==> config.mk <==
export PLATFORM = sky130hd
export DESIGN_NAME = tcfs_ctrl
export DESIGN_NICKNAME = d
export VERILOG_FILES = /design/src/rtl/core/tcfs_pkg.sv /design/src/rtl/core/tcfs_ctrl.sv
export VERILOG_INCLUDE_DIRS = /design/src /design/src/rtl/core
export SDC_FILE = /design/constraint.sdc
export NUM_CORES = 1
export LEC_CHECK = 0
export ABC_AREA = 0
export ABC_CLOCK_PERIOD_IN_PS = 2930
export BUFFER_PORTS_ARGS = -buffer_cell sky130_fd_sc_hd__buf_2
export CAP_MARGIN = 5
export CELL_PAD_IN_SITES_DETAIL_PLACEMENT = 0
export CELL_PAD_IN_SITES_GLOBAL_PLACEMENT = 1
export CORE_ASPECT_RATIO = 0.6
export CORE_MARGIN = 3
export CORE_UTILIZATION = 33
export CTS_BUF_LIST = sky130_fd_sc_hd__clkbuf_8
export DETAILED_ROUTE_END_ITERATION = 10
export PLACE_DENSITY_LB_ADDON = 0.1
export SYNTH_ARGS = -nofsm -noshare
export SYNTH_HDL_FRONTEND = slang
export SYNTH_SLANG_ARGS = --single-unit
==> constraint.sdc <==
create_clock -name clk -period 2.93 [get_ports clk]
set_input_delay 0.4395 -clock clk [delete_from_list [all_inputs] [get_ports clk]]
set_output_delay 0.4395 -clock clk [all_outputs]
set_load 0.02 [all_outputs]
==> src/rtl/core/assert_macros.svh <==
// Concurrent check macros. Each check is sampled on the rising edge of clk;
// TCFS_ASSERT checks are held off while rst_n is low, TCFS_ASSERT_NORST ones are not.
`ifndef ASSERT_MACROS_SVH
`define ASSERT_MACROS_SVH

`ifndef SYNTH
`define TCFS_ASSERT(lbl, prop) \
  lbl: assert property (@(posedge clk) disable iff (!rst_n) prop) \
    else $error("tcfs check failed");
`define TCFS_ASSERT_NORST(lbl, prop) \
  lbl: assert property (@(posedge clk) prop) else $error("tcfs check failed");
`else
`define TCFS_ASSERT(lbl, prop)
`define TCFS_ASSERT_NORST(lbl, prop)
`endif

`endif

==> src/rtl/core/tcfs_pkg.sv <==
package tcfs_pkg;

  localparam int ENTRIES_DEF = 256;
  localparam int TAG_W       = 64;
  localparam int SLOT_W      = 8;
  localparam int FREED_W     = 9;

  localparam logic [FREED_W-1:0] FREED_MAX = 9'd511;

  localparam logic OP_LOOKUP = 1'b0;
  localparam logic OP_SWEEP  = 1'b1;

  // One table entry as it travels around the ring.
  typedef struct packed {
    logic             valid;
    logic             seen;
    logic [TAG_W-1:0] tag;
  } entry_t;

  // Controls broadcast from the head to every cell.
  typedef struct packed {
    logic             shift;
    logic             upd_en;
    logic             upd_wr_tag;
    logic [TAG_W-1:0] upd_tag;
  } ring_ctl_t;

endpackage

==> src/rtl/core/tcfs_ctrl.sv <==
module tcfs_ctrl
  import tcfs_pkg::*;
#(
  parameter int ENTRIES = ENTRIES_DEF
) (
  input  logic                       clk,
  input  logic                       rst_n,
  input  logic                       in_valid,
  output logic                       in_stall,
  input  logic                       in_op,
  input  logic [TAG_W-1:0]           in_key,
  output logic                       out_valid,
  input  logic                       out_stall,
  output logic                       out_hit,
  output logic [SLOT_W-1:0]          out_slot,
  output logic                       out_stored,
  output logic                       out_replaced,
  output logic [FREED_W-1:0]         out_freed_count,
  input  entry_t                     head,
  output entry_t                     ret,
  output ring_ctl_t                  ctl,
  output logic [$clog2(ENTRIES)-1:0] upd_idx
);

  localparam int IDX_W = $clog2(ENTRIES);
  localparam logic [IDX_W-1:0] LAST_IDX = IDX_W'(ENTRIES - 1);

  localparam logic [1:0] S_IDLE = 2'd0;
  localparam logic [1:0] S_SCAN = 2'd1;
  localparam logic [1:0] S_FIN  = 2'd2;

  logic [1:0]         state_r,     state_nxt;
  logic [IDX_W-1:0]   cnt_r,       cnt_nxt;
  logic               op_r,        op_nxt;
  logic [TAG_W-1:0]   key_r,       key_nxt;
  logic               found_v_r,   found_v_nxt;
  logic [IDX_W-1:0]   found_idx_r, found_idx_nxt;
  logic               free_v_r,    free_v_nxt;
  logic [IDX_W-1:0]   free_idx_r,  free_idx_nxt;
  logic               stale_v_r,   stale_v_nxt;
  logic [IDX_W-1:0]   stale_idx_r, stale_idx_nxt;
  logic [FREED_W-1:0] freed_r,     freed_nxt;

  logic               out_valid_r,    out_valid_nxt;
  logic               out_hit_r,      out_hit_nxt;
  logic [SLOT_W-1:0]  out_slot_r,     out_slot_nxt;
  logic               out_stored_r,   out_stored_nxt;
  logic               out_replaced_r, out_replaced_nxt;
  logic [FREED_W-1:0] out_freed_r,    out_freed_nxt;

  logic               in_take;
  logic               out_free;
  logic               fin_go;
  logic               lk_has_target;
  logic [IDX_W-1:0]   target_idx;
  logic [IDX_W-1:0]   res_idx;
  logic [IDX_W+SLOT_W-1:0] res_idx_ext;

  assign in_stall  = (state_r != S_IDLE);
  assign in_take   = in_valid && !in_stall;
  assign out_free  = !out_valid_r || !out_stall;
  assign fin_go    = (state_r == S_FIN) && out_free;

  assign lk_has_target = free_v_r || stale_v_r;
  assign target_idx    = free_v_r ? free_idx_r : stale_idx_r;
  assign res_idx       = found_v_r ? found_idx_r : target_idx;
  assign res_idx_ext   = {{SLOT_W{1'b0}}, res_idx};

  // Ring control: rotate during the scan, and for a lookup one targeted write at the end.
  always_comb begin
    ctl.shift      = (state_r == S_SCAN);
    ctl.upd_en     = fin_go && (op_r == OP_LOOKUP) && (found_v_r || lk_has_target);
    ctl.upd_wr_tag = !found_v_r;
    ctl.upd_tag    = key_r;
    upd_idx        = res_idx;
  end

  // The sweep rewrites each entry as it passes the head; lookups leave it intact.
  always_comb begin
    ret = head;
    if (op_r == OP_SWEEP) begin
      ret.valid = head.valid && head.seen;
      ret.seen  = 1'b0;
    end
  end

  always_comb begin
    state_nxt     = state_r;
    cnt_nxt       = cnt_r;
    op_nxt        = op_r;
    key_nxt       = key_r;
    found_v_nxt   = found_v_r;
    found_idx_nxt = found_idx_r;
    free_v_nxt    = free_v_r;
    free_idx_nxt  = free_idx_r;
    stale_v_nxt   = stale_v_r;
    stale_idx_nxt = stale_idx_r;
    freed_nxt     = freed_r;

    out_valid_nxt    = out_valid_r && out_stall;
    out_hit_nxt      = out_hit_r;
    out_slot_nxt     = out_slot_r;
    out_stored_nxt   = out_stored_r;
    out_replaced_nxt = out_replaced_r;
    out_freed_nxt    = out_freed_r;

    case (state_r)
      S_IDLE: begin
        if (in_take) begin
          state_nxt   = S_SCAN;
          cnt_nxt     = '0;
          op_nxt      = in_op;
          key_nxt     = in_key;
          found_v_nxt = 1'b0;
          free_v_nxt  = 1'b0;
          stale_v_nxt = 1'b0;
          freed_nxt   = '0;
        end
      end
      S_SCAN: begin
        if (op_r == OP_SWEEP) begin
          if (head.valid && !head.seen && (freed_r != FREED_MAX)) begin
            freed_nxt = freed_r + 1'b1;
          end
        end else if (head.valid) begin
          if (!found_v_r && (head.tag == key_r)) begin
            found_v_nxt   = 1'b1;
            found_idx_nxt = cnt_r;
          end
          if (!stale_v_r && !head.seen) begin
            stale_v_nxt   = 1'b1;
            stale_idx_nxt = cnt_r;
          end
        end else if (!free_v_r) begin
          free_v_nxt   = 1'b1;
          free_idx_nxt = cnt_r;
        end
        cnt_nxt = cnt_r + 1'b1;
        if (cnt_r == LAST_IDX) begin
          cnt_nxt   = '0;
          state_nxt = S_FIN;
        end
      end
      S_FIN: begin
        if (out_free) begin
          state_nxt     = S_IDLE;
          out_valid_nxt = 1'b1;
          if (op_r == OP_SWEEP) begin
            out_hit_nxt      = 1'b0;
            out_slot_nxt     = '0;
            out_stored_nxt   = 1'b0;
            out_replaced_nxt = 1'b0;
            out_freed_nxt    = freed_r;
          end else begin
            out_hit_nxt      = found_v_r;
            out_slot_nxt     = (found_v_r || lk_has_target) ? res_idx_ext[SLOT_W-1:0] : '0;
            out_stored_nxt   = !found_v_r && lk_has_target;
            out_replaced_nxt = !found_v_r && !free_v_r && stale_v_r;
            out_freed_nxt    = '0;
          end
        end
      end
      default: begin
        state_nxt = S_IDLE;
      end
    endcase
  end

  always_ff @(posedge clk) begin
    if (!rst_n) begin
      state_r     <= S_IDLE;
      cnt_r       <= '0;
      out_valid_r <= 1'b0;
    end else begin
      state_r     <= state_nxt;
      cnt_r       <= cnt_nxt;
      out_valid_r <= out_valid_nxt;
    end
  end

  always_ff @(posedge clk) begin
    op_r           <= op_nxt;
    key_r          <= key_nxt;
    found_v_r      <= found_v_nxt;
    found_idx_r    <= found_idx_nxt;
    free_v_r       <= free_v_nxt;
    free_idx_r     <= free_idx_nxt;
    stale_v_r      <= stale_v_nxt;
    stale_idx_r    <= stale_idx_nxt;
    freed_r        <= freed_nxt;
    out_hit_r      <= out_hit_nxt;
    out_slot_r     <= out_slot_nxt;
    out_stored_r   <= out_stored_nxt;
    out_replaced_r <= out_replaced_nxt;
    out_freed_r    <= out_freed_nxt;
  end

  assign out_valid       = out_valid_r;
  assign out_hit         = out_hit_r;
  assign out_slot        = out_slot_r;
  assign out_stored      = out_stored_r;
  assign out_replaced    = out_replaced_r;
  assign out_freed_count = out_freed_r;

`include "assert_macros.svh"

  `TCFS_ASSERT(a_take_then_busy, in_take |=> in_stall)
  `TCFS_ASSERT(a_idle_aligned, (state_r == S_IDLE) |-> (cnt_r == '0))
  `TCFS_ASSERT(a_hit_xor_store, out_valid_r |-> !(out_hit_r && out_stored_r))
  `TCFS_ASSERT(a_replace_needs_store, (out_valid_r && out_replaced_r) |-> out_stored_r)
  `TCFS_ASSERT(a_sweep_fields, (out_valid_r && (out_freed_r != '0)) |-> (!out_hit_r && !out_stored_r && (out_slot_r == '0)))

endmodule

==> flow_summary.json <==
{
  "clkTransAtPathRegs_ns": 0.09,
  "vias_per_cell": 4.465,
  "rsz0062_at_grt": "no",
  "ys.flop_type": "edfxtp_1",
  "clk_latency_ns": 0.43,
  "coreArea_sq_um": 17450,
  "critPathSlowestCell": "edfxtp_1",
  "ioPinCount": 298,
  "syn-instance-count": 452,
  "num_vias": 4255,
  "dp_hpwl_mm": 13.48,
  "layout-drive-gt1-share": 0.4798,
  "gp_congestion": 0.8103,
  "cts_root_buf": "clkbuf_8",
  "ant_nets": 0,
  "grt_max_degree": 65,
  "endpoint_kind": "primary output",
  "final_cell_area_sq_um": 7814,
  "leakage_nw": 3.272,
  "finClkSkew_ns": 0.01551,
  "synth_common_cells": "121 x edfxtp_1, 65 x buf_4, 44 x xnor2_1",
  "period_share": 0.8511,
  "drcViolationCount": 0,
  "wl_per_cell_um": 17.70,
  "drt_wl_total_mm": 16.87,
  "globalRouteOverflowTotal": 0,
  "cp-start-kind": "flip-flop",
  "path_cells": "nor2_1, a21o_1, nor3b_1, buf_2",
  "avgSynthCellArea_sq_um": 13.28,
  "critical_path_class": "reg2out",
  "synthMostInstantiatedCell": "edfxtp_1",
  "fmax_ghz": 0.4010,
  "cts_hold_buffers": 0,
  "io_buffer_count": 297,
  "min_path_type": "in2reg",
  "synth_area_sq_um": 6001,
  "status": "complete, no violations",
  "crit_fanout": 11,
  "ir_worst_vdd_mv": 0.2815,
  "cts_num_sinks": 132,
  "ys_seq_elements": 132,
  "finalSetupViolations": 0,
  "numCtsBuffers": 17,
  "crit_required_ns": 2.49,
  "grt.total_usage": 0.1693,
  "ys_seq_area_frac": 0.6422,
  "die_h_um": 110.5,
  "die_w_um": 180.1,
  "syn_to_final_growth_pct": 30.21,
  "diodes": 0,
  "row_count": 37,
  "final_nets": 844,
  "yosysWarnings": 0,
  "antenna_found_initial": 0,
  "grt_pass1_wl_mm": 26.05,
  "synth_nets": 590,
  "synth_largest_area_cell": "edfxtp_1",
  "dieArea_sq_um": 19890,
  "drtPass1Iterations": 4,
  "synth-edff-count": 121,
  "synth_top_area_share": 0.6055,
  "dpl_cell_area_sq_um": 7355,
  "yosysUniqueCellTypes": 44,
  "maxCapViolCount": 0,
  "post_cts_resized": 0,
  "htreeDepth": 4,
  "first_iter_violations": 200,
  "cts_tree": "built",
  "slew_viol_final": 0,
  "synth_area_leaders": "edfxtp_1 61%, buf_4 8.1%, xnor2_1 6.4%",
  "initial_core_util": 0.3438,
  "hold_viol": 0,
  "powerDensity_nw_per_um2": 615.9,
  "async_reset_ff_frac": 0,
  "slowest_delay_ns": 0.73,
  "grt_pass1_vias": 4543,
  "setup_tns_ns": 0,
  "relSlewSlack": 0.5689,
  "cts_setup_buffers": 0,
  "worstPathArrival_ns": 2.05,
  "finalCriticalPeriod_ns": 2.494,
  "worst_pin_slew_ns": 0.6408,
  "clock_path_buffers": 2
}
-- placed cells by master, fill, tap and decap left out, types with 8 or more instances in the layout --
| master | count |
|---|---|
| nand3_1 | 9 |
| xor2_1 | 15 |
| buf_2 | 297 |
| buf_4 | 11 |
| inv_1 | 17 |
| nor2b_1 | 11 |
| nor2_1 | 19 |
| edfxtp_1 | 121 |
| o21ai_0 | 17 |
| nand2_1 | 19 |
| clkbuf_8 | 18 |
| dfxtp_1 | 11 |
| mux2i_1 | 8 |
| nand4_1 | 13 |
| and2_1 | 13 |
| xnor2_1 | 44 |
-- where the power goes --
group | leakage [nW] | total [mW] | internal, mW | switching (mW)
clock network | 0.240 | 1.78 | 1.04 | 0.741
logic | 1.80 | 0.760 | 0.287 | 0.473
registers | 1.23 | 2.28 | 2.19 | 0.0822
-- flip-flops by register name, summed over array words and instances (netlist names), 2 cells and up --
register and count:
freed_r 9, free_idx_r 8, out_freed_count 9, found_idx_r 8, cnt_r 8, stale_idx_r 8, state_r 2, key_r 64
out_slot 8
-- worst paths after layout --
check | cells after the start | end | slack, ns | start
worst max-delay path | 4 | ctl[65] | 0.44 | free_v_r
worst min-delay path | 1 | key_r[16] | 0.18 | in_key[16]
worst max register to register | 6 | found_idx_r[1] | 0.58 | key_r[19]
worst min register to register | 0 | free_idx_r[6] | 0.55 | cnt_r[6]
-- through the flow --
stage | power (mW) | hold WS, ns | std cells | setup slack, ns | utilization
2_1_floorplan | 2.799 | 0.4743 | 452 | 0.04674 | -
3_3_place_gp | 3.083 | 0.5267 | 921 | 0.4539 | 0.4214
3_5_place_dp | 3.091 | 0.5398 | 921 | 0.3967 | 0.4214
4_1_cts | 4.888 | 0.1511 | 953 | 0.4190 | 0.4477
5_1_grt | 5.030 | 0.1450 | 953 | 0.2504 | 0.4477
6_report | 4.812 | 0.1777 | 953 | 0.4362 | 0.4477
-- per-layer routing --
layer | track usage | up-vias | part of all wire
met5 | 0 | - | 0
met4 | 0.03679 | 0 | 0.0078
met3 | 0.04542 | 12 | 0.059
met2 | 0.2784 | 156 | 0.47
met1 | 0.2264 | 2024 | 0.46
li1 | - | 2063 | -
-- kinds of logic (layout without fill, tap and decap cells) --
family	after synthesis	in the layout	share of synthesized area
AO/OA/AOI/OAI	48	48	0.05276
XOR/XNOR	59	59	0.08611
adder cells (fa/ha/maj)	3	3	0.006256
buffers and inverters	91	358	0.1001
flip-flops	132	132	0.6422
multiplexers	8	8	0.01334
AND/OR/NAND/NOR	111	111	0.09925
-- area by class of cell --
cell class,count,area (sq um)
Inverter,17,68.82
Sequential cell,132,3854
Clock inverter,14,211.5
Tap cell,234,292.8
Timing Repair Buffer,309,1589
Fill cell,1657,9639
Clock buffer,18,247.7
Multi-Input combinational cell,229,1550
-- critical path: cells and delay by family, from the launching register on --
family	cells	cell delay, ns
flops	1	0.73
simple gates	2	0.37
buf+inv	1	0.20
compound gates	1	0.33
Note: power is estimated with default switching activity, not from simulation.
