`src/rtl/core/assert_macros.svh`:
```
// Concurrent check macros. Each check is sampled on the rising edge of clk;
// TCFS_ASSERT checks are held off while rst_n is low, TCFS_ASSERT_NORST ones are not.
`ifndef ASSERT_MACROS_SVH
`define ASSERT_MACROS_SVH

`ifndef SYNTH
`define TCFS_ASSERT(lbl, prop) \
  lbl: assert property (@(posedge clk) disable iff (!rst_n) prop) \
    else $error("tcfs check failed");
`define TCFS_ASSERT_NORST(lbl, prop) \
  lbl: assert property (@(posedge clk) prop) else $error("tcfs check failed");
`else
`define TCFS_ASSERT(lbl, prop)
`define TCFS_ASSERT_NORST(lbl, prop)
`endif

`endif

```
`src/rtl/core/tcfs_pkg.sv`:
```
package tcfs_pkg;

  localparam int ENTRIES_DEF = 256;
  localparam int TAG_W       = 64;
  localparam int SLOT_W      = 8;
  localparam int FREED_W     = 9;

  localparam logic [FREED_W-1:0] FREED_MAX = 9'd511;

  localparam logic OP_LOOKUP = 1'b0;
  localparam logic OP_SWEEP  = 1'b1;

  // One table entry as it travels around the ring.
  typedef struct packed {
    logic             valid;
    logic             seen;
    logic [TAG_W-1:0] tag;
  } entry_t;

  // Controls broadcast from the head to every cell.
  typedef struct packed {
    logic             shift;
    logic             upd_en;
    logic             upd_wr_tag;
    logic [TAG_W-1:0] upd_tag;
  } ring_ctl_t;

endpackage

```
`src/rtl/core/tcfs_cell.sv`:
```
module tcfs_cell
  import tcfs_pkg::*;
#(
  parameter int ENTRIES = ENTRIES_DEF,
  parameter int POS     = 0
) (
  input  logic                       clk,
  input  logic                       rst_n,
  input  ring_ctl_t                  ctl,
  input  logic [$clog2(ENTRIES)-1:0] upd_idx,
  input  entry_t                     ent_in,
  output entry_t                     ent_out
);

  localparam int IDX_W = $clog2(ENTRIES);
  localparam logic [IDX_W-1:0] POS_IDX = IDX_W'(POS);

  logic             valid_r;
  logic             seen_r;
  logic [TAG_W-1:0] tag_r;
  logic             upd_here;

  // The update is applied only while the ring stands still and is aligned.
  assign upd_here = ctl.upd_en && (upd_idx == POS_IDX);

  always_ff @(posedge clk) begin
    if (!rst_n) begin
      valid_r <= 1'b0;
      seen_r  <= 1'b0;
    end else if (ctl.shift) begin
      valid_r <= ent_in.valid;
      seen_r  <= ent_in.seen;
    end else if (upd_here) begin
      valid_r <= 1'b1;
      seen_r  <= 1'b1;
    end
  end

  always_ff @(posedge clk) begin
    if (ctl.shift) begin
      tag_r <= ent_in.tag;
    end else if (upd_here && ctl.upd_wr_tag) begin
      tag_r <= ctl.upd_tag;
    end
  end

  assign ent_out = '{valid: valid_r, seen: seen_r, tag: tag_r};

endmodule

```
`config.mk`:
```
export PLATFORM = sky130hd
export DESIGN_NAME = tcfs_cell
export DESIGN_NICKNAME = d
export VERILOG_FILES = /design/src/rtl/core/assert_macros.svh /design/src/rtl/core/tcfs_pkg.sv /design/src/rtl/core/tcfs_cell.sv
export SDC_FILE = /design/constraint.sdc
export NUM_CORES = 1
export LEC_CHECK = 0
export ABC_AREA = 1
export BUFFER_PORTS_ARGS = -buffer_cell sky130_fd_sc_hd__buf_4
export CORE_AREA = 2 2 91 93
export CTS_BUF_LIST = sky130_fd_sc_hd__clkbuf_4 sky130_fd_sc_hd__clkbuf_8
export CTS_CLUSTER_SIZE = 25
export DETAILED_ROUTE_END_ITERATION = 12
export DIE_AREA = 0 0 93 95
export GPL_ROUTABILITY_DRIVEN = 0
export PLACE_DENSITY = 0.83
export SETUP_SLACK_MARGIN = 0.4
export SLEW_MARGIN = 0
export SYNTH_ARGS = -nofsm -noshare
export SYNTH_HDL_FRONTEND = slang
export SYNTH_SLANG_ARGS = --single-unit
```
`constraint.sdc`:
```
create_clock -name clk -period 2.5 [get_ports clk]
set_clock_uncertainty 0.2 [all_clocks]
set_input_delay 0.25 -clock clk [delete_from_list [all_inputs] [get_ports clk]]
set_output_delay 0.25 -clock clk [all_outputs]
set_load 0.005 [all_outputs]
```
==> impl_metrics.csv, run 1 <==
group,metric,value,unit
outcome,status,"complete, no violations",
synth,netlist-cell-type-count,11,
setup_path,setup.worst_path.class,"in2reg",
placed_design,portBuffers,208,
clock_network,cts_sinks,66,
timing,relSlewSlack,0.7612,
die,rows,33,
route,route.met3.wl,708,µm
timing,setup_viol,0,
power,p_per_area,499.4,mW/mm²
power,p_leak,2.857,nW
timing,hold_viol_final,0,
route,firstDrtPassIters,4,
die,die_area,0.008835,mm²
route,first_iter_violations,131,
synth,synthAdderAreaFrac,0,
cells_and_area,final_core_util,0.7271,
die,start_util,0.3688,
timing,max_freq,0.5676,GHz
setup_path,required,2.38,ns
timing,rsz0062_at_grt,"no",
route,routed_wl,9.869,mm
global_routing,grt_max_degree,65,
setup_path,end_kind,"flop",
timing,fin_crit,1.762,ns
hold_path,hold_path_class,"in2reg",
synth,synth_compound_area_frac,0,
synth,synth_nets,443,
clock_network,cts_root_buf,"clkbuf_8",
synth,synthSimpleGateAreaFrac,0.2717,
synth,synth_seq_area_share,0.6709,
synth,synth_seq_cells,66,
cells_and_area,layout.nets,755,
clock_network,path_clk_slew,0.08,ns
die,die_y,95,µm
die,io_pins,209,
setup_path,critPathLaunchType,"input port",
route,vias,3192,
global_routing,grt_usage,0.2153,
route,drt.antenna.violating_nets,0,
global_routing,grt_pass1_wl,14.51,mm
setup_path,slowest_stage,"dlygate4sd3_1",
synth,syn_avg_cell_area,9.747,µm²
placed_design,dpl_cell_area,0.004524,mm²
power,ir_drop,0.2782,mV
synth,synth_top_family_by_area,"simple AND/OR/NAND/NOR gates",
setup_path,reg2regPathDepth,4,
synth,synth_area,0.002924,mm²
synth,synth_xor_area_frac,0,
synth,synth_cells,300,
flow_run,maxCapViolCount,0,
cells_and_area,fin_area,0.005764,mm²
route,wl_met2,5.660,mm
route,topRoutingLayerUsed,"met4",
route,viasPerCell,4.421,
timing,slew_viol_final,0,
setup_path,crit_fanout,34,
clock_network,cts-resized-gates,0,
setup_path,crit_chain,"buf_4 -> inv_2 -> buf_4 -> nand2_1 -> nand2_1 -> dlygate4sd3_1",
cells_and_area,diodes,0,
timing,worst_slew_pin_slew,0.3582,ns
clock_network,cts_buffers,9,
synth,synthMuxAreaShare,0,
route,wl_per_cell,13.67,µm
cells_and_area,fillers,543,
cells_and_area,drive_gt1_frac,0.3728,
clock_network,insertion_delay,0.32,ns
clock_network,clock_path_buffers,2,
setup_path,crit_arrival,1.64,ns
cells_and_area,area_delta_synth_final,97.13,%
route,drcViolationCount,0,
clock_network,hold_buffers,105,
synth,yosysWarnings,0,
hold_path,hold-path-cell-count,3,
placed_design,hpwl,5.927,mm
die,die_w,93,µm
global_routing,grt-ovfl-total,0,
global_routing,grt_pass1_vias,3261,
die,coreArea,0.007928,mm²
clock_network,cts_tree,"built",
clock_network,htree_num_levels,3,
timing,period_share,0.7048,
route,wl_met1,3.304,mm
timing,setup_tns,0,ns
setup_path,critPathMaxStageDelay,0.56,ns
clock_network,cts_setup_buffers,0,
global_routing,antenna_found_initial,0,
cell families after synthesis:
family / Yosys count
and+or+nand+nor: 210
DFF: 66
buffers and inverters: 24
synthesized netlist by cell type, drive strengths merged:
master | n | area, µm²
edfxtp | 64 | 1922
nand2 | 198 | 743.2
and2 | 1 | 6.260
nor2 | 8 | 30.03
dfxtp | 2 | 40.04
inv | 8 | 30.03
buf | 16 | 137.6
nand3 | 3 | 15.01
cell usage in the layout (no fill, tap or decap):
| cell type | Yosys | final |
|---|---|---|
| buf_12 | 0 | 1 |
| clkbuf_4 | 0 | 1 |
| buf_4 | 3 | 211 |
| and2_0 | 1 | 1 |
| nand2_1 | 198 | 197 |
| inv_1 | 7 | 7 |
| nand2_2 | 0 | 1 |
| clkinvlp_4 | 0 | 1 |
| nand3_1 | 3 | 3 |
| edfxtp_1 | 64 | 64 |
| dlygate4sd3_1 | 0 | 105 |
| clkinv_2 | 0 | 4 |
| clkbuf_8 | 0 | 9 |
| inv_2 | 1 | 1 |
| bufinv_16 | 0 | 1 |
| nor2_1 | 8 | 8 |
| dfxtp_1 | 2 | 2 |
worst max-delay path: cells and delay by family:
family | cells | cell delay, ns
simple gates | 2 | 0.19
buf+inv | 4 | 1.19
area by class of cell:
cell class	instances	area [µm²]	area share
Clock buffer	10	131.4	0.02279
Clock inverter	6	57.56	0.009985
Inverter	8	30.03	0.005209
Multi-Input combinational cell	210	797.0	0.1383
Sequential cell	66	1962	0.3404
Tap cell	105	131.4	0.02279
Timing Repair Buffer	317	2655	0.4606
metrics by stage:
stage / total power, mW / setup WS, ns / hold slack [ns] / cells
global route: 3.000 / 0.6761 / 0.004963 / 722
floorplan: 1.532 / 0.5380 / 0.2286 / 300
CTS: 2.891 / 0.8078 / 0.00008260 / 722
finish: 2.878 / 0.7381 / 0.004182 / 722
detailed placement: 1.878 / 0.8049 / 0.3156 / 601
global placement: 1.861 / 0.8407 / 0.3140 / 601
sequential cells by signal, indices dropped and copies added, names as in the netlist:
signal   count
seen_r       1
valid_r      1
tag_r       64
per-layer routing:
| layer | vias to the layer above | track usage |
|---|---|---|
| met1 | 1453 | 0.2030 |
| met4 | 0 | 0.09926 |
| met2 | 148 | 0.4342 |
| met3 | 17 | 0.04948 |
| met5 | - | 0 |
| li1 | 1574 | - |
report_power, final:
| part | leakage, nW | switching, mW | total [mW] | internal [mW] |
|---|---|---|---|---|
| sequential | 0.641 | 0.0304 | 1.36 | 1.33 |
| combinational | 2.12 | 0.234 | 0.661 | 0.427 |
| clock | 0.0992 | 0.391 | 0.855 | 0.465 |
worst paths after layout:
check,start,to,slack (ns)
worst min-delay path,ctl[53],tag_r[53],0.004
worst max-delay path,ctl[66],tag_r[45],0.74
worst min register to register,valid_r,valid_r,0.35
worst max register to register,seen_r,seen_r,1.67
No activity file was read; power rests on OpenSTA's default activity.
==> run 2, diff against run 1 <==
--- a/config.mk
+++ b/config.mk
@@ -7,11 +7,11 @@
 export LEC_CHECK = 0
 export ABC_AREA = 1
 export BUFFER_PORTS_ARGS = -buffer_cell sky130_fd_sc_hd__buf_4
-export CORE_AREA = 2 2 91 93
+export CORE_AREA = 2 2 89 91
 export CTS_BUF_LIST = sky130_fd_sc_hd__clkbuf_4 sky130_fd_sc_hd__clkbuf_8
 export CTS_CLUSTER_SIZE = 25
 export DETAILED_ROUTE_END_ITERATION = 12
-export DIE_AREA = 0 0 93 95
+export DIE_AREA = 0 0 91 93
 export GPL_ROUTABILITY_DRIVEN = 0
 export PLACE_DENSITY = 0.83
 export SETUP_SLACK_MARGIN = 0.4
==> constraint.sdc (replaced) <==
create_clock -name clk -period 1.8 [get_ports clk]
set_clock_uncertainty 0.2 [all_clocks]
set_input_delay 0.18 -clock clk [delete_from_list [all_inputs] [get_ports clk]]
set_output_delay 0.18 -clock clk [all_outputs]
set_load 0.005 [all_outputs]
==> run 2 against run 1 <==
Against the previous run:
- synthesized cell count unchanged
- the flow now stops in 4_1_cts
- synthesized area unchanged
==> impl_metrics.csv, run 2 <==
group,metric,value,unit
clock_network,cts_setup_buffers,0,
placed_design,portBuffers,208,
synth,syn_avg_cell_area,9.747,µm²
outcome,status,"did not finish",
die,rows,32,
placed_design,hpwl,6.052,mm
synth,ys.flop_type,"edfxtp_1",
clock_network,cts-resized-gates,0,
synth,netlist-cell-type-count,11,
clock_network,cts_sinks,66,
synth,synthTopCellsByArea,"edfxtp_1, nand2_1, buf_6",
clock_network,cts_buffers,9,
clock_network,clock_path_buffers,2,
synth,synthTopCellsByCount,"nand2_1, edfxtp_1, buf_6, nor2_1, inv_1",
clock_network,hold_buffers,124,
synth,synth_area,0.002924,mm²
synth,synth_top_area_share,0.6573,
clock_network,cts_root_buf,"clkbuf_8",
outcome,error,"[ERROR RSZ-0060] Max buffer count reached.",
synth,synth_nets,443,
die,start_util,0.3885,
synth,yosysWarnings,0,
die,die_w,91,µm
synth,synth_seq_area_share,0.6709,
clock_network,htree_num_levels,3,
synth,async_reset_ff_frac,0,
synth,yosys.area.top_type,"edfxtp_1",
synth,synth_cells,300,
synth,synth_edf_count,64,
synth,synth_seq_cells,66,
die,die_y,93,µm
outcome,haltStage,"4_1_cts",
die,io_pins,209,
synth,yosysMostFrequentCell,"nand2_1",
-- run 2: cell counts after synthesis --
No cell type changed its count.
-- run 2: stage by stage --
stage,cells,utilization,cell area [µm²],setup slack (ns)
2_1_floorplan,300,-,2955,0.3920
3_3_place_gp,600,0.6080,4577,0.2142
3_5_place_dp,600,0.6080,4577,0.1642
-- run 2: logic make-up after synthesis --
logic type | count (synthesis) | synth area share
buffers and inverters | 24 | 0.05734
flip-flops | 66 | 0.6709
AND/OR/NAND/NOR | 210 | 0.2717
==> run 3, diff against run 2 <==
--- a/config.mk
+++ b/config.mk
@@ -7,14 +7,11 @@
 export LEC_CHECK = 0
 export ABC_AREA = 1
 export BUFFER_PORTS_ARGS = -buffer_cell sky130_fd_sc_hd__buf_4
-export CORE_AREA = 2 2 89 91
-export CTS_BUF_LIST = sky130_fd_sc_hd__clkbuf_4 sky130_fd_sc_hd__clkbuf_8
-export CTS_CLUSTER_SIZE = 25
+export CORE_AREA = 2 2 112 114
 export DETAILED_ROUTE_END_ITERATION = 12
-export DIE_AREA = 0 0 91 93
+export DIE_AREA = 0 0 114 116
 export GPL_ROUTABILITY_DRIVEN = 0
-export PLACE_DENSITY = 0.83
-export SETUP_SLACK_MARGIN = 0.4
+export PLACE_DENSITY_LB_ADDON = 0.15
 export SLEW_MARGIN = 0
 export SYNTH_ARGS = -nofsm -noshare
 export SYNTH_HDL_FRONTEND = slang
==> run 3 against run 2 <==
Against the previous run:
- the run now ends clean
==> impl_metrics.csv, run 3 (synthesis results as in run 1) <==
group,metric,value,unit
timing,fin_crit,1.664,ns
power,ir_drop,0.3079,mV
global_routing,grt_pass1_vias,3130,
clock_network,cts_root_buf,"clkbuf_16",
global_routing,grt_usage,0.1369,
die,die_y,116,µm
clock_network,insertion_delay,0.32,ns
power,power,4.341,mW
global_routing,grt_pass1_wl,14.01,mm
route,routed_wl,9.137,mm
timing,setup_viol,0,
cells_and_area,final_common_cell,"buf_4",
die,coreArea,0.01191,mm²
cells_and_area,fillers,1076,
route,viasPerCell,4.028,
cells_and_area,drive_gt1_frac,0.3514,
setup_path,setup.worst_path.class,"in2reg",
cells_and_area,final_cell_mix,"buf_4, nand2_1, dlygate4sd3_1, edfxtp_1, clkbuf_16",
clock_network,htree_num_levels,3,
global_routing,grt-ovfl-total,0,
clock_network,cts_buffers,9,
placed_design,place_inst,645,
route,drcViolationCount,0,
route,first_iter_violations,91,
die,io_pins,209,
placed_design,portBuffers,208,
setup_path,end_kind,"flop",
cells_and_area,top_register,"tag_r",
power,p_per_area,701.8,mW/mm²
cells_and_area,multi_input_area,802.0,µm²
route,drt.antenna.violating_nets,0,
timing,slew_viol_final,0,
cells_and_area,diodes,0,
timing,rsz0062_at_grt,"no",
hold_path,hold_path_class,"in2reg",
die,die_area,0.01322,mm²
setup_path,crit_arrival,1.52,ns
clock_network,path_clk_slew,0.05,ns
setup_path,required,1.65,ns
timing,setup_tns,0,ns
global_routing,grt_max_degree,43,
cells_and_area,register_area,0.001962,mm²
global_routing,antenna_found_initial,0,
cells_and_area,largest_reg_flops,64,
route,wl_per_cell,11.52,µm
timing,setup_slack,0.1362,ns
timing,worst_slew_pin_slew,0.4175,ns
die,start_util,0.2455,
clock_network,cts_sinks,66,
timing,hold_viol_final,0,
die,rows,40,
timing,max_freq,0.6010,GHz
cells_and_area,area_delta_synth_final,111.5,%
outcome,status,"complete, no violations",
route,firstDrtPassIters,4,
placed_design,hpwl,6.050,mm
clock_network,cts_tree,"built",
timing,hold_slack,0.1248,ns
route,vias,3194,
cells_and_area,final_cells,793,
placed_design,preCtsSetupSlack,0.2361,ns
timing,period_share,0.9243,
flow_run,maxCapViolCount,0,
timing,relSlewSlack,0.7217,
setup_path,crit_fanout,1,
cells_and_area,layout.nets,784,
cells_and_area,top_regs,"tag_r x64, seen_r x1, valid_r x1",
power,p_leak,3.019,nW
setup_path,critPathLaunchType,"input port",
die,die_w,114,µm
clock_network,clock_path_buffers,2,
==> run 3: critical path, stage by stage <==
cell,delay [ns]
dlygate4sd3_1,0.53
buf_4,0.13
nand2_1,0.05
nand2_1,0.05
dlygate4sd3_1,0.57
==> run 3: worst paths after layout <==
path,from,end,slack [ns],cells after the start
max,ctl[38],tag_r[38],0.14,5
min,upd_idx[6],valid_r,0.12,8
max reg2reg,seen_r,seen_r,0.98,4
min reg2reg,valid_r,valid_r,0.35,4
==> run 3: where the power goes <==
group / switching [mW] / internal [mW] / total [mW]
Sequential: 0.0390 / 1.85 / 1.89
Clock: 0.570 / 0.911 / 1.48
Combinational: 0.319 / 0.649 / 0.968
Total: 0.927 / 3.41 / 4.34
==> run 3: per-stage QoR <==
stage	utilization	cell area, µm²
after CTS	0.5192	6185
after global placement	0.3870	4609
after floorplan	-	2932
after detailed placement	0.3870	4609
final	0.5192	6185
after global routing	0.5192	6185
==> run 3: repair_timing <==
action,CTS,global route
setup buffers,0,0
resized for setup,0,0
endpoints found under the hold margin,66,0
hold buffers,132,0
==> run 3: area by class of cell <==
type | count | area share
timing repair buffer | 346 | 0.4774
sequential | 66 | 0.3172
multi-input combinational | 210 | 0.1297
clock buffer | 11 | 0.03763
tap | 147 | 0.02974
inverter | 8 | 0.004855
clock inverter | 5 | 0.003439
==> run 3: metal layers <==
| layer | global-route usage | vias to the layer above | share of wire |
|---|---|---|---|
| li1 | - | 1632 | - |
| met1 | 0.1423 | 1425 | 0.37 |
| met2 | 0.2548 | 125 | 0.53 |
| met3 | 0.04707 | 12 | 0.080 |
| met4 | 0.05203 | 0 | 0.018 |
| met5 | 0 | - | 0 |
